$ cat config.mk
export PLATFORM = sky130hd
export DESIGN_NAME = qeld_queue
export DESIGN_NICKNAME = d
export VERILOG_FILES = /design/src/rtl/qeld_pkg.sv /design/src/rtl/qeld_queue.sv
export SDC_FILE = /design/constraint.sdc
export NUM_CORES = 1
export LEC_CHECK = 0
export BUFFER_PORTS_ARGS = -buffer_cell sky130_fd_sc_hd__buf_2
export CORE_UTILIZATION = 55
export CTS_BUF_LIST = sky130_fd_sc_hd__clkbuf_4 sky130_fd_sc_hd__clkbuf_8 sky130_fd_sc_hd__clkbuf_16
export CTS_CLUSTER_SIZE = 12
export DETAILED_ROUTE_END_ITERATION = 10
export PLACE_DENSITY_LB_ADDON = 0.15
export SKIP_LAST_GASP = 1
export SYNTH_ARGS = -nofsm -noshare
export SYNTH_HDL_FRONTEND = slang
export SYNTH_SLANG_ARGS = --single-unit
$ cat constraint.sdc
create_clock -name clk -period 14.5 [get_ports clk]
set_input_delay 1.45 -clock clk [delete_from_list [all_inputs] [get_ports clk]]
set_output_delay 1.45 -clock clk [all_outputs]
set_load 0.005 [all_outputs]
$ cat src/rtl/qeld_pkg.sv
// Package for the quadrangle edge line distance block.
// Widths, register indexes and payload types. No dependencies.
package qeld_pkg;

	// coordinate and internal widths
	localparam int COORD_BITS = 32;
	localparam int DIFF_BITS  = COORD_BITS + 1;          // P-A, B-A and the like
	localparam int PROD_BITS  = 2 * DIFF_BITS;           // cross product, squared length
	localparam int SQ_BITS    = 2 * PROD_BITS;           // cross product squared
	localparam int REM_BITS   = 4 * COORD_BITS + 8;      // signed root remainder
	localparam int UACC_BITS  = 3 * COORD_BITS + 6;      // signed running s*L term
	localparam int DIST_BITS  = COORD_BITS + 1;
	localparam int CFG_IDX_BITS = 3;

	// configuration register indexes
	localparam logic [CFG_IDX_BITS-1:0] REG_A_X = 3'd0;
	localparam logic [CFG_IDX_BITS-1:0] REG_A_Y = 3'd1;
	localparam logic [CFG_IDX_BITS-1:0] REG_B_X = 3'd2;
	localparam logic [CFG_IDX_BITS-1:0] REG_B_Y = 3'd3;
	localparam logic [CFG_IDX_BITS-1:0] REG_C_X = 3'd4;
	localparam logic [CFG_IDX_BITS-1:0] REG_C_Y = 3'd5;

	typedef struct packed {
		logic signed [COORD_BITS-1:0] query_x;
		logic signed [COORD_BITS-1:0] query_y;
	} query_t;

	typedef struct packed {
		logic [DIST_BITS-1:0] dist_to_ab;
		logic [DIST_BITS-1:0] dist_to_bc;
		logic                 degenerate;
	} result_t;

	// offset of P from a line's first point and the line's direction
	typedef struct packed {
		logic signed [DIFF_BITS-1:0] ux;
		logic signed [DIFF_BITS-1:0] uy;
		logic signed [DIFF_BITS-1:0] dx;
		logic signed [DIFF_BITS-1:0] dy;
	} line_geom_t;

	// one classified item between front and back
	typedef struct packed {
		line_geom_t ab;
		line_geom_t bc;
		logic       degenerate;
	} work_t;

endpackage

$ cat src/rtl/qeld_queue.sv
// Short queue between front and back; drains one beat per cycle.
// Depends on qeld_pkg.
module qeld_queue #(
	parameter int DEPTH = 2
) (
	input  logic            clk,
	input  logic            arst_n,
	input  logic            push,
	input  qeld_pkg::work_t push_data,
	output logic            nearly_full,
	output logic            out_valid,
	output qeld_pkg::work_t out_data
);
	localparam int PW = (DEPTH > 1) ? $clog2(DEPTH) : 1;
	localparam int CW = $clog2(DEPTH + 1);

	qeld_pkg::work_t mem [0:DEPTH-1];
	logic [PW-1:0] wr_ptr_q, rd_ptr_q;
	logic [CW-1:0] count_q;
	logic          pop;
	logic          out_valid_q;
	qeld_pkg::work_t out_data_q;

	assign pop = (count_q != '0);
	// a held beat always pops, so the count never grows past one; hold only when full
	assign nearly_full = (count_q >= CW'(DEPTH));

	always_ff @(posedge clk) begin
		if (push) begin
			mem[wr_ptr_q] <= push_data;
		end
		if (pop) begin
			out_data_q <= mem[rd_ptr_q];
		end
	end

	always_ff @(posedge clk or negedge arst_n) begin
		if (!arst_n) begin
			wr_ptr_q    <= '0;
			rd_ptr_q    <= '0;
			count_q     <= '0;
			out_valid_q <= 1'b0;
		end else begin
			out_valid_q <= pop;
			if (push) begin
				wr_ptr_q <= (wr_ptr_q == PW'(DEPTH - 1)) ? '0 : wr_ptr_q + 1'b1;
			end
			if (pop) begin
				rd_ptr_q <= (rd_ptr_q == PW'(DEPTH - 1)) ? '0 : rd_ptr_q + 1'b1;
			end
			count_q <= count_q + CW'(push) - CW'(pop);
		end
	end

	assign out_valid = out_valid_q;
	assign out_data  = out_data_q;
endmodule

==> impl_metrics.yaml <==
run_status:
  status: "complete, no violations"
power:
  combPwrFrac_pct: 19.9
  cell_internal_pwr_mw: 4.92
  power_mw: 6.45
  switching_share_pct: 23.6
  clkPwrFrac_pct: 28.5
  power_density_mw_per_mm2: 190
  power.switching_mw: 1.52
  vdd_drop_max_uv: 141
  p_leak_nw: 13.1
  pwr-share-seq_pct: 51.6
logic_synthesis:
  synth_seq_area_share_pct: 84.7
  synth.area.mux_share_pct: 13.7
  synth_compound_area_share_pct: 0
  synth_fa_ha_area_share_pct: 0.0442
  synth_xor_xnor_area_share_pct: 0.0927
  synth.avg_cell_area_um2: 25.6
  syn_area_mm2: 0.0283
  synthCells: 1105
  synth_nets: 1374
  ys_types: 16
  synthSimpleGateAreaFrac_pct: 0.102
  ys_ff_latch: 800
  ys_warn_count: 0
  synth_top_family_by_area: "multiplexers"
die:
  row_count: 82
  die_h_um: 229
  ioPinCount: 535
  start_util_pct: 56.1
  fp.dieW_um: 229
  placeableCoreArea_mm2: 0.0505
  dieArea_mm2: 0.0524
clock_tree:
  cts_tree: "built"
  cts_buffer_depth: 3
  cts_buffers: 80
  cts_resized: 0
  cts_hold_buf: 0
  clock-sinks: 800
  cts_max_level: 3
  clk_latency_ns: 0.60
  root_buffer: "clkbuf_16"
  cts_setup_buffers: 0
  clkSlewWorstSetupHoldPaths_ns: 0.06
worst_setup_path:
  r2r-start: "wr_ptr_q$_DFFE_PN0P_"
  critical_path.most_common_cell: "buf_4"
  cp.required_ns: 14.72
  cpPeakStageDelay_ns: 0.75
  critPathBufInv: 4
  start_kind: "input pin"
  critical_path.cell_chain: "buf_2, nor2b_4, buf_4, buf_12, buf_4"
  worstSetupEndpointType: "flop"
  rr_worst_depth: 4
  cp_top_family: "buffers and inverters"
  cp_max_fo: 134
  critPathSlowestCell: "buf_4"
  criticalPathCategory: "input pin to flop"
  r2r_slack_ns: 10.72
  worst_ep_arrival_time_ns: 4.58
  r2r_end: "mem[0][178]$_DFFE_PP_"
routing:
  firstDrtPassIters: 4
  drt.antenna.violating_nets: 0
  drt-initial-drc-count: 791
  dr_total_vias: 12500
  drc: 0
  viasPerCell: 5.13
  wl_mm: 53.6
  routedWlPerCell_um: 22.1
sta:
  slew_headroom_pct: 25.3
  fin_crit_ns: 4.36
  rsz0062_at_grt: "false"
  tightest_slew_ns: 1.12
  slew_viol_final: 0
  hold_viol_final: 0
  timing.final.crit_share_pct: 30.1
  max_freq_mhz: 229
  finalSetupTns_ns: 0
  clock_skew_ns: 0.0162
  setup_viol: 0
grt:
  grt_usage_pct: 20.4
  grt_overflow: 0
  grt_pass1_vias: 12800
  grt_max_degree: 144
  grt_pass1_wl_mm: 78.1
  antenna_found_initial: 19
placed_design:
  gp_congestion: 0.758
  io_buffers: 534
  dp_hpwl_mm: 34.3
  placed_cell_area_mm2: 0.0316
min_path:
  hold_end: "out_data[177]$_DFFE_PP_"
  holdPathStages: 1
  hold_path_class: "flop to flop"
  min-delay-start: "mem[0][177]$_DFFE_PP_"
finish:
  nNetsFinal: 1969
  fillers: 3331
  layout-drive-gt1-share_pct: 53.2
  areaGrowthSynthToFinish_pct: 19.8
  multi_input_area_mm2: 0.00397
  layout_commonest_cell: "edfxtp_1"
  seq_area_mm2: 0.0240
  postLayoutCellArea_mm2: 0.0340
  final_cell_mix: "edfxtp_1 (795), buf_2 (534), mux2_4 (240), clkbuf_16 (81), mux2_2 (25)"
flow_run:
  drv_cap: 0
==> kinds of logic after synthesis <==
logic type	Yosys count
xor gates and xnor gates	3
adders and majority gates	1
buffers and inverters	31
DFF	800
muxes	265
and+or+nand+nor	5
==> worst max-delay path by stage <==
stage                     from                    end  slack, ns  cells after the start
after detailed placement  push  mem[0][228]$_DFFE_PP_       9.49                      5
after global routing      push   mem[0][71]$_DFFE_PP_       9.89                      5
after floorplan           push    mem[0][0]$_DFFE_PP_       0.72                      1
after CTS                 push  mem[0][246]$_DFFE_PP_      10.13                      5
final                     push  mem[0][178]$_DFFE_PP_      10.14                      5
after global placement    push  mem[0][227]$_DFFE_PP_       9.49                      5
==> final cells by class <==
class	instances	area share [%]
flip-flops and latches	800	70.7
multi-input cells	274	11.7
repair buffers	544	8.24
clock buffers	104	6.53
well taps	672	2.48
clock inverters	17	0.269
diodes	14	0.103
==> synthesized netlist by cell type (all sizes together) <==
cell / n / area [um^2]
clkbuf: 1 / 3.75
nor2b: 2 / 12.5
dfrtp: 5 / 125
xnor2: 1 / 8.76
ha: 1 / 12.5
nand2: 1 / 3.75
edfxtp: 795 / 23900
and2: 1 / 6.26
xor2: 2 / 17.5
mux2: 265 / 3880
buf: 30 / 375
or2: 1 / 6.26
==> worst reg2reg max path: stages, from the launching register on <==
cell     delay [ns]
dfrtp_1        0.43
nor2b_4        0.70
buf_4          0.70
buf_12         0.61
buf_4          0.94
==> metrics by stage <==
| stage | instances | util (%) | hold WS [ns] | worst slack, ns |
|---|---|---|---|---|
| floorplan | 1105 | - | 0.453 | 0.722 |
| CTS | 2411 | 67.2 | 0.542 | 10.13 |
| finish | 2425 | 67.3 | 0.533 | 10.14 |
| detailed placement | 2290 | 62.6 | 0.533 | 9.49 |
| global route | 2415 | 67.2 | 0.538 | 9.89 |
| global placement | 2290 | 62.6 | 0.525 | 9.49 |
==> flip-flops by register name, summed over array words and instances (netlist names) <==
register,flops
mem,530
out_data,265
count_q,2
out_valid,1
rd_ptr_q,1
wr_ptr_q,1
==> metal layers <==
metal | wire length, um | global-route usage, % | vias to the layer above | part of all wire [%]
li1 | - | - | 5631 | -
met1 | 20000 | 24.4 | 6284 | 37
met2 | 27000 | 33.5 | 435 | 50
met3 | 5340 | 8.52 | 85 | 10
met4 | 1080 | 6.98 | 16 | 2.0
met5 | 138 | 0.643 | - | 0.26
==> power groups by stage <==
| stage | Combinational (mW) | Sequential, mW | Clock, mW |
|---|---|---|---|
| detailed placement | 1.30 | 3.38 | 0 |
| floorplan | 0.932 | 3.46 | 0 |
| finish | 1.28 | 3.33 | 1.84 |
| global route | 1.36 | 3.37 | 1.97 |
| CTS | 1.30 | 3.33 | 1.89 |
| global placement | 1.29 | 3.36 | 0 |
(Power assumes the default switching activity.)
