--- src/rtl/qeld_pkg.sv ---
// Package for the quadrangle edge line distance block.
// Widths, register indexes and payload types. No dependencies.
package qeld_pkg;

	// coordinate and internal widths
	localparam int COORD_BITS = 32;
	localparam int DIFF_BITS  = COORD_BITS + 1;          // P-A, B-A and the like
	localparam int PROD_BITS  = 2 * DIFF_BITS;           // cross product, squared length
	localparam int SQ_BITS    = 2 * PROD_BITS;           // cross product squared
	localparam int REM_BITS   = 4 * COORD_BITS + 8;      // signed root remainder
	localparam int UACC_BITS  = 3 * COORD_BITS + 6;      // signed running s*L term
	localparam int DIST_BITS  = COORD_BITS + 1;
	localparam int CFG_IDX_BITS = 3;

	// configuration register indexes
	localparam logic [CFG_IDX_BITS-1:0] REG_A_X = 3'd0;
	localparam logic [CFG_IDX_BITS-1:0] REG_A_Y = 3'd1;
	localparam logic [CFG_IDX_BITS-1:0] REG_B_X = 3'd2;
	localparam logic [CFG_IDX_BITS-1:0] REG_B_Y = 3'd3;
	localparam logic [CFG_IDX_BITS-1:0] REG_C_X = 3'd4;
	localparam logic [CFG_IDX_BITS-1:0] REG_C_Y = 3'd5;

	typedef struct packed {
		logic signed [COORD_BITS-1:0] query_x;
		logic signed [COORD_BITS-1:0] query_y;
	} query_t;

	typedef struct packed {
		logic [DIST_BITS-1:0] dist_to_ab;
		logic [DIST_BITS-1:0] dist_to_bc;
		logic                 degenerate;
	} result_t;

	// offset of P from a line's first point and the line's direction
	typedef struct packed {
		logic signed [DIFF_BITS-1:0] ux;
		logic signed [DIFF_BITS-1:0] uy;
		logic signed [DIFF_BITS-1:0] dx;
		logic signed [DIFF_BITS-1:0] dy;
	} line_geom_t;

	// one classified item between front and back
	typedef struct packed {
		line_geom_t ab;
		line_geom_t bc;
		logic       degenerate;
	} work_t;

endpackage

--- src/rtl/qeld_front.sv ---
// Front end: corner registers, query accept, offsets and degenerate check.
// Depends on qeld_pkg.
module qeld_front (
	input  logic                                 clk,
	input  logic                                 arst_n,
	input  logic                                 start,
	input  logic                                 hold,
	input  qeld_pkg::query_t                     query,
	input  logic                                 cfg_valid,
	input  logic [qeld_pkg::CFG_IDX_BITS-1:0]    cfg_index,
	input  logic [qeld_pkg::COORD_BITS-1:0]      cfg_data,
	output logic                                 work_valid,
	output qeld_pkg::work_t                      work
);
	localparam int N = qeld_pkg::COORD_BITS;
	localparam int D = qeld_pkg::DIFF_BITS;

	logic [N-1:0] ax_q, ay_q, bx_q, by_q, cx_q, cy_q;
	logic         valid_s1;
	qeld_pkg::work_t work_s1, work_d;
	logic         accept;

	// corner registers
	always_ff @(posedge clk or negedge arst_n) begin
		if (!arst_n) begin
			ax_q <= '0; ay_q <= '0;
			bx_q <= '0; by_q <= '0;
			cx_q <= '0; cy_q <= '0;
		end else if (cfg_valid) begin
			unique case (cfg_index)
				qeld_pkg::REG_A_X: ax_q <= cfg_data;
				qeld_pkg::REG_A_Y: ay_q <= cfg_data;
				qeld_pkg::REG_B_X: bx_q <= cfg_data;
				qeld_pkg::REG_B_Y: by_q <= cfg_data;
				qeld_pkg::REG_C_X: cx_q <= cfg_data;
				qeld_pkg::REG_C_Y: cy_q <= cfg_data;
				default: ;
			endcase
		end
	end

	function automatic logic signed [D-1:0] sdiff(input logic [N-1:0] a, input logic [N-1:0] b);
		sdiff = $signed({a[N-1], a}) - $signed({b[N-1], b});
	endfunction

	assign accept = start && !hold;

	// offsets and directions of both lines
	always_comb begin
		work_d.ab.ux = sdiff(query.query_x, ax_q);
		work_d.ab.uy = sdiff(query.query_y, ay_q);
		work_d.ab.dx = sdiff(bx_q, ax_q);
		work_d.ab.dy = sdiff(by_q, ay_q);
		work_d.bc.ux = sdiff(query.query_x, bx_q);
		work_d.bc.uy = sdiff(query.query_y, by_q);
		work_d.bc.dx = sdiff(cx_q, bx_q);
		work_d.bc.dy = sdiff(cy_q, by_q);
		work_d.degenerate = ((ax_q == bx_q) && (ay_q == by_q)) ||
		                    ((bx_q == cx_q) && (by_q == cy_q));
	end

	always_ff @(posedge clk or negedge arst_n) begin
		if (!arst_n) begin
			valid_s1 <= 1'b0;
		end else begin
			valid_s1 <= accept;
		end
	end

	always_ff @(posedge clk) begin
		if (accept) begin
			work_s1 <= work_d;
		end
	end

	assign work_valid = valid_s1;
	assign work       = work_s1;
endmodule

--- config.mk ---
export PLATFORM = sky130hd
export DESIGN_NAME = qeld_front
export DESIGN_NICKNAME = d
export VERILOG_FILES = /design/src/rtl/qeld_pkg.sv /design/src/rtl/qeld_front.sv
export SDC_FILE = /design/constraint.sdc
export NUM_CORES = 1
export LEC_CHECK = 0
export BUFFER_PORTS_ARGS = -buffer_cell sky130_fd_sc_hd__buf_4
export CAP_MARGIN = 20
export CELL_PAD_IN_SITES_DETAIL_PLACEMENT = 2
export CELL_PAD_IN_SITES_GLOBAL_PLACEMENT = 2
export CORE_MARGIN = 5
export CORE_UTILIZATION = 36
export CTS_CLUSTER_DIAMETER = 30
export DETAILED_ROUTE_END_ITERATION = 7
export PLACE_DENSITY_LB_ADDON = 0.1
export REMOVE_ABC_BUFFERS = 1
export SYNTH_ARGS = -nofsm -noshare
export SYNTH_HDL_FRONTEND = slang
export SYNTH_SLANG_ARGS = --single-unit
export TNS_END_PERCENT = 5
--- constraint.sdc ---
create_clock -name clk -period 6.1 [get_ports clk]
set_clock_uncertainty 0.05 [all_clocks]
set_input_delay 1.83 -clock clk [delete_from_list [all_inputs] [get_ports clk]]
set_output_delay 1.83 -clock clk [all_outputs]
set_load 0.02 [all_outputs]
==> results of run 1 <==
## critical path: cells and delay by family
| family | cells | cell delay, ns |
|---|---|---|
| adders and majority gates | 1 | 0.46 |
| AOI/OAI and AO/OA | 6 | 1.49 |
| and+or+nand+nor | 3 | 1.11 |
| buffers and inverters | 1 | 0.12 |
## registers in the layout (all words and copies together), names as in the netlist
register    count
bx_q           32
ay_q           32
ax_q           32
cy_q           32
by_q           32
work          265
work_valid      1
cx_q           32
## cells by family after synthesis
logic type,Yosys count,share of synthesized area
muxes,100,0.0390
AOI/OAI and AO/OA,821,0.180
xor gates and xnor gates,203,0.0619
and+or+nand+nor,712,0.118
DFF,458,0.445
buffers and inverters,296,0.0391
adders and majority gates,264,0.117
## cell type report
type	instances	share of cell area
Tap cell	1050	0.0351
Inverter	216	0.0216
Clock inverter	59	0.0216
Sequential cell	458	0.341
Antenna cell	3	0.000200
Multi-Input combinational cell	2100	0.396
Timing Repair Buffer	393	0.0803
Clock buffer	193	0.103
## per-layer routing
metal,up-vias,share of wire
li1,11400,-
met1,12400,0.43
met2,503,0.50
met3,168,0.035
met4,0,0.027
met5,-,0
## cell usage in the layout, fill, tap and decap left out, types with 18 or more instances in the layout
| master | n |
|---|---|
| clkbuf_1 | 36 |
| xor2_1 | 67 |
| nor2b_1 | 41 |
| nand2b_1 | 27 |
| ha_1 | 256 |
| nor2_1 | 139 |
| a211oi_1 | 22 |
| dfrtp_1 | 193 |
| and3_1 | 27 |
| nor3_1 | 51 |
| xnor2_1 | 136 |
| clkinv_2 | 22 |
| edfxtp_1 | 265 |
| o21ai_0 | 231 |
| clkbuf_16 | 140 |
| a31oi_1 | 30 |
| nand3_1 | 62 |
| o21bai_1 | 18 |
| o211ai_1 | 23 |
| o21a_1 | 39 |
| clkbuf_8 | 18 |
| mux2_2 | 96 |
| buf_4 | 388 |
| nand4_1 | 31 |
| inv_1 | 216 |
| a21oi_1 | 229 |
| a21o_1 | 98 |
| nand2_1 | 259 |
## per-stage QoR
step	setup TNS [ns]	std cells	hold WS [ns]	worst slack [ns]	util
2_1_floorplan	-2249.35	2774	0.430	-8.87	-
3_3_place_gp	0	4217	0.443	0.723	0.415
3_5_place_dp	0	4217	0.453	0.679	0.415
4_1_cts	0	4469	0.459	1.41	0.474
5_1_grt	0	4470	0.472	1.34	0.474
6_report	0	4472	0.456	1.47	0.474
## power breakdown
part	switching [mW]	internal, mW	leakage [nW]
clock	2.16	5.03	2.29
sequential	0.367	4.33	4.82
combinational	4.65	2.84	9.22
## path summary, 6_finish.rpt
check                           slack [ns]        end  cells after the start
worst max-delay path                  1.47  work[231]                     11
worst min-delay path                  0.46    cy_q[0]                      1
worst max register to register        2.14   work[31]                     11
worst min register to register        0.46    cy_q[0]                      1
max in group asynchronous             3.85   cy_q[30]                      2
min in group asynchronous             1.12    ax_q[0]                      1
==> reports/qor.txt, run 1 <==
CP peak stage delay = 0.58 ns
Met3 GRT Util = 0.0369
Dpl cell area = 32800 sq um
Final Wtd Congestion = 0.865
Total GRT Usage = 0.256
Async SR Flop Fraction = 0.421
Post-layout min period = 4.63 ns
Pre-antenna DRT Iters = 5
Mapped Avg Cell Area = 10.1 sq um
Fmax = 216 MHz
Area leader, netlist = edfxtp_1
Distinct cells, synth = 83
Share of the synthesized area in the top cell type = 0.277
DRT iter0 DRCs = 1122
Final worst-path cycle share = 0.760
Crit end category = flip-flop
Clock tree buffer depth = 3
Post-DP HPWL = 86400 microns
# port buffers = 369
Vias in the first global route = 27700
Drt total wl = 113000 microns
Drc violations = 0
RSZ-0062 raised after global routing = no
GR Util met2 = 0.457
Fin area = 37500 sq um
Yosys warning count = 0
Status = finished, final reports clean
Mapped Area = 28700 sq um
Critical setup path kind = input port to flip-flop
Nets = 3674
Post-Syn Instances = 2854
First-pass GRT wire length = 170000 microns
Die Span Y = 292 microns
Startpoint types = input port
Hold-fix buffers at CTS = 0
Ys flop type = edfxtp_1
Area delta synth->final = 30.4%
Dominant cell by count in the synthesized netlist = edfxtp_1
Flop and latch count out of synthesis = 458
DIE WIDTH = 292 microns
Hold path startpoint = cy_q[0]
Slew Limit Fails = 0
Initial Util = 0.364
Worst slew margin = 0.385
Commonest cells in the netlist = edfxtp_1 (265), nand2_1 (259), ha_1 (256), o21ai_0 (231), a21oi_1 (229)
Worst Hold Class = flip-flop to flip-flop
Final hold vios = 0
# rows = 103
Root buffer cell = clkbuf_16
Worst EP required = 6.50 ns
Crit path max fanout = 8
Postcts setup bufs = 0
Clk_lat worst skew = 0.71 ns
Grt peak-use layer = met2
Setup violations, final = 0
Num CTS Buffers = 137
Number of synthesized flops with an enable pin = 265
Die area = 85500 sq um
Leading post-synthesis cells by cell area = edfxtp_1 (28%), dfrtp_1 (17%), ha_1 (11%)
CTS tree = yes
Register Area = 12800 sq um
Critical path startpoint = query[21]
Crit-path cells = buf_4 -> ha_1 -> nand3_2 -> or4_4 -> or3_1 -> a211oi_2 -> o31ai_1 -> o21a_2 -> a2111oi_4 -> o21ai_2 -> a22o_1
Via density = 5.47
Ports = 370
Clock sinks = 458
Sequential area share after synthesis = 0.445
R2R Path Start = by_q[0]
Worst-Margin Slew = 0.922 ns
GRT overflow = 0
Met1 usage = 0.320
Total leakage power = 16.3 nW
Fillers = 8172
Arrival time worst endpoint = 5.03 ns
Share of cells above drive strength 1 = 0.215
Pin count of the biggest net entering global routing = 92
Footprint of the multi-input gates = 14800 sq um
Cells resized by post-CTS repair = 0
Slowest cell on the critical path = or4_4
Core ar. = 79000 sq um
Via count = 24400
Remaining antenna violation count = 0
DR WL/cell = 25.3 microns
PD cells = 517 nW/um^2
CTS H-tree depth = 4
VDD IR-drop max = 0.236 mV
Max capacitance violation total = 0
Design Power = 19.4 mW
CTS clock-pin slew for the worst setup and hold paths = 0.04 ns
Initial antenna violation count = 3
Note: power is estimated with default switching activity, not from simulation.
==> run 2: changes to the inputs <==
==> constraint.sdc (replaced) <==
create_clock -name clk -period 4.9 [get_ports clk]
set_clock_uncertainty 0.05 [all_clocks]
set_input_delay 1.47 -clock clk [delete_from_list [all_inputs] [get_ports clk]]
set_output_delay 1.47 -clock clk [all_outputs]
set_load 0.02 [all_outputs]
==> run 2 against run 1 <==
  * Critical path depth increased by 5
  * Clock power increased by 17%
  * Worst hold slack improved by 0.00078 ns
  * Via count increased by 0.35%
  * Largest power group unchanged
==> reports/qor.txt, run 2 (synthesis results as in run 1) <==
Crit end category = flip-flop (unchanged)
Number of flip-flops under the largest register name = 265 (unchanged)
Max capacitance violation total = 0 (unchanged)
Post-DP HPWL = 87100 microns (was 86400 microns)
Total leakage power = 16.3 nW (about the same)
Die Span Y = 292 microns (unchanged)
# rows = 103 (unchanged)
Post-layout min period = 4.19 ns
Share of cells above drive strength 1 = 0.218 (was 0.215)
Slowest cell on the critical path = o21ai_0 (was or4_4)
Final hold vios = 0 (unchanged)
CTS tree = yes (unchanged)
Final core utilization = 0.472 (was 0.474)
Critical setup path kind = input port to flip-flop (unchanged)
Core ar. = 79000 sq um (unchanged)
Final worst-path cycle share = 0.856
DR WL/cell = 25.1 microns (was 25.3 microns)
Fillers = 8141 (was 8172)
PD cells = 633 nW/um^2 (was 517 nW/um^2)
Worst EP required = 5.28 ns (was 6.50 ns)
Hold-fix buffers at CTS = 0 (unchanged)
Vias in the first global route = 28000 (was 27700)
Setup violations, final = 0 (unchanged)
CTS H-tree depth = 4 (unchanged)
Clock tree buffer depth = 3 (unchanged)
Drt total wl = 113000 microns (about the same)
Arrival time worst endpoint = 4.57 ns (was 5.03 ns)
Clk_lat worst skew = 0.69 ns (was 0.71 ns)
Crit-path cells = buf_4 -> inv_1 -> ha_1 -> fa_1 -> nor2b_1 -> o21a_1 -> o21ai_0 -> a211oi_1 -> buf_4 -> o21ai_0 -> a31oi_1 -> buf_4 -> o21ai_0 -> buf_4 -> nand4_1 -> o311a_1 (was buf_4 -> ha_1 -> nand3_2 -> or4_4 -> or3_1 -> a211oi_2 -> o31ai_1 -> o21a_2 -> a2111oi_4 -> o21ai_2 -> a22o_1)
Clock sinks = 458 (unchanged)
Cells resized by post-CTS repair = 0 (unchanged)
VDD IR-drop max = 0.255 mV (was 0.236 mV)
Num CTS Buffers = 131 (was 137)
Root buffer cell = clkbuf_16 (unchanged)
DIE WIDTH = 292 microns (unchanged)
Initial antenna violation count = 8 (was 3)
# port buffers = 369 (unchanged)
GRT overflow = 0 (unchanged)
Commonest non-fill, non-tap cell in the layout = buf_4 (unchanged)
DRT iter0 DRCs = 1103 (was 1122)
Status = finished, final reports clean (unchanged)
Via count = 24500 (was 24400)
Initial Util = 0.364 (unchanged)
RSZ-0062 raised after global routing = no (unchanged)
Slew Limit Fails = 0 (unchanged)
CP most frequent cell = buf_4
First-pass GRT wire length = 170000 microns (about the same)
Fin area = 37300 sq um (was 37500 sq um)
Setup TNS = 0 ns (unchanged)
Total GRT Usage = 0.256 (about the same)
Pin count of the biggest net entering global routing = 92 (unchanged)
Ports = 370 (unchanged)
Final Wtd Congestion = 0.898 (was 0.865)
Most frequent cells in the layout = buf_4 (406), edfxtp_1 (265), nand2_1 (259) (was buf_4 (388), edfxtp_1 (265), nand2_1 (259))
Drc violations = 0 (unchanged)
Pre-antenna DRT Iters = 7 (was 5)
CTS clock-pin slew for the worst setup and hold paths = 0.04 ns (about the same)
Dpl cell area = 32900 sq um (was 32800 sq um)
Via density = 5.47 (about the same)
Nets = 3687 (was 3674)
Worst slew margin = 0.432 (was 0.385)
CP peak stage delay = 0.67 ns (was 0.58 ns)
Worst Hold Class = flip-flop to flip-flop (unchanged)
Postcts setup bufs = 0 (unchanged)
Startpoint types = input port (unchanged)
Worst-Margin Slew = 0.843 ns (was 0.922 ns)
Fmax = 238 MHz
Remaining antenna violation count = 0 (unchanged)
Area delta synth->final = 29.9% (was 30.4%)
Die area = 85500 sq um (unchanged)
Crit path max fanout = 3 (was 8)
## run 2: where the power goes
group          switching, mW  total [mW]  leakage, nW  internal (mW)
sequential             0.446        5.84         4.82           5.39
clock                   2.59        8.40         2.13           5.82
combinational           5.81        9.39         9.32           3.58
total                   8.85        23.6         16.3           14.8
## run 2: per-stage QoR
stage          setup WS, ns  cells  total power, mW  hold slack, ns
4_1_cts               0.803   4477             23.8           0.462
3_3_place_gp          0.176   4235             14.8           0.442
3_5_place_dp         0.0681   4235             15.1           0.452
5_1_grt               0.543   4484             24.9           0.475
6_report              0.706   4484             23.6           0.457
2_1_floorplan         -9.71   2774             11.8           0.430
## run 2: path summary, 6_finish.rpt
check	from	to	slack [ns]	cells past startpoint
setup / recovery	query[32]	work[130]	0.71	16
hold / removal	cx_q[17]	cx_q[17]	0.46	1
setup reg to reg	ax_q[1]	work[193]	0.90	11
hold reg to reg	cx_q[17]	cx_q[17]	0.46	1
max in group asynchronous	arst_n	by_q[29]	3.03	2
min in group asynchronous	arst_n	bx_q[3]	0.73	1
## run 2: final cells by class
class,instances,area (sq um),area share
Multi-Input combinational cell,2100,14800,0.398
Sequential cell,458,12800,0.343
Clock buffer,179,3700,0.0990
Timing Repair Buffer,412,3160,0.0847
Tap cell,1050,1310,0.0352
Inverter,216,811,0.0217
Clock inverter,63,691,0.0185
Antenna cell,6,15.0,0.000402
## run 2: worst max-delay path: cells and delay by family
kind	cells	cell delay, ns
compound gates	7	1.79
fa+ha+maj	2	0.46
buf+inv	5	0.70
simple gates	2	0.15
## run 2: per-layer routing
metal,track usage,up-vias,part of all wire,wire length [microns]
met1,0.319,12500,0.43,48900
met3,0.0405,185,0.034,3830
met2,0.454,497,0.50,56400
li1,-,11400,-,-
met4,0.0884,0,0.031,3440
met5,0,-,0,0
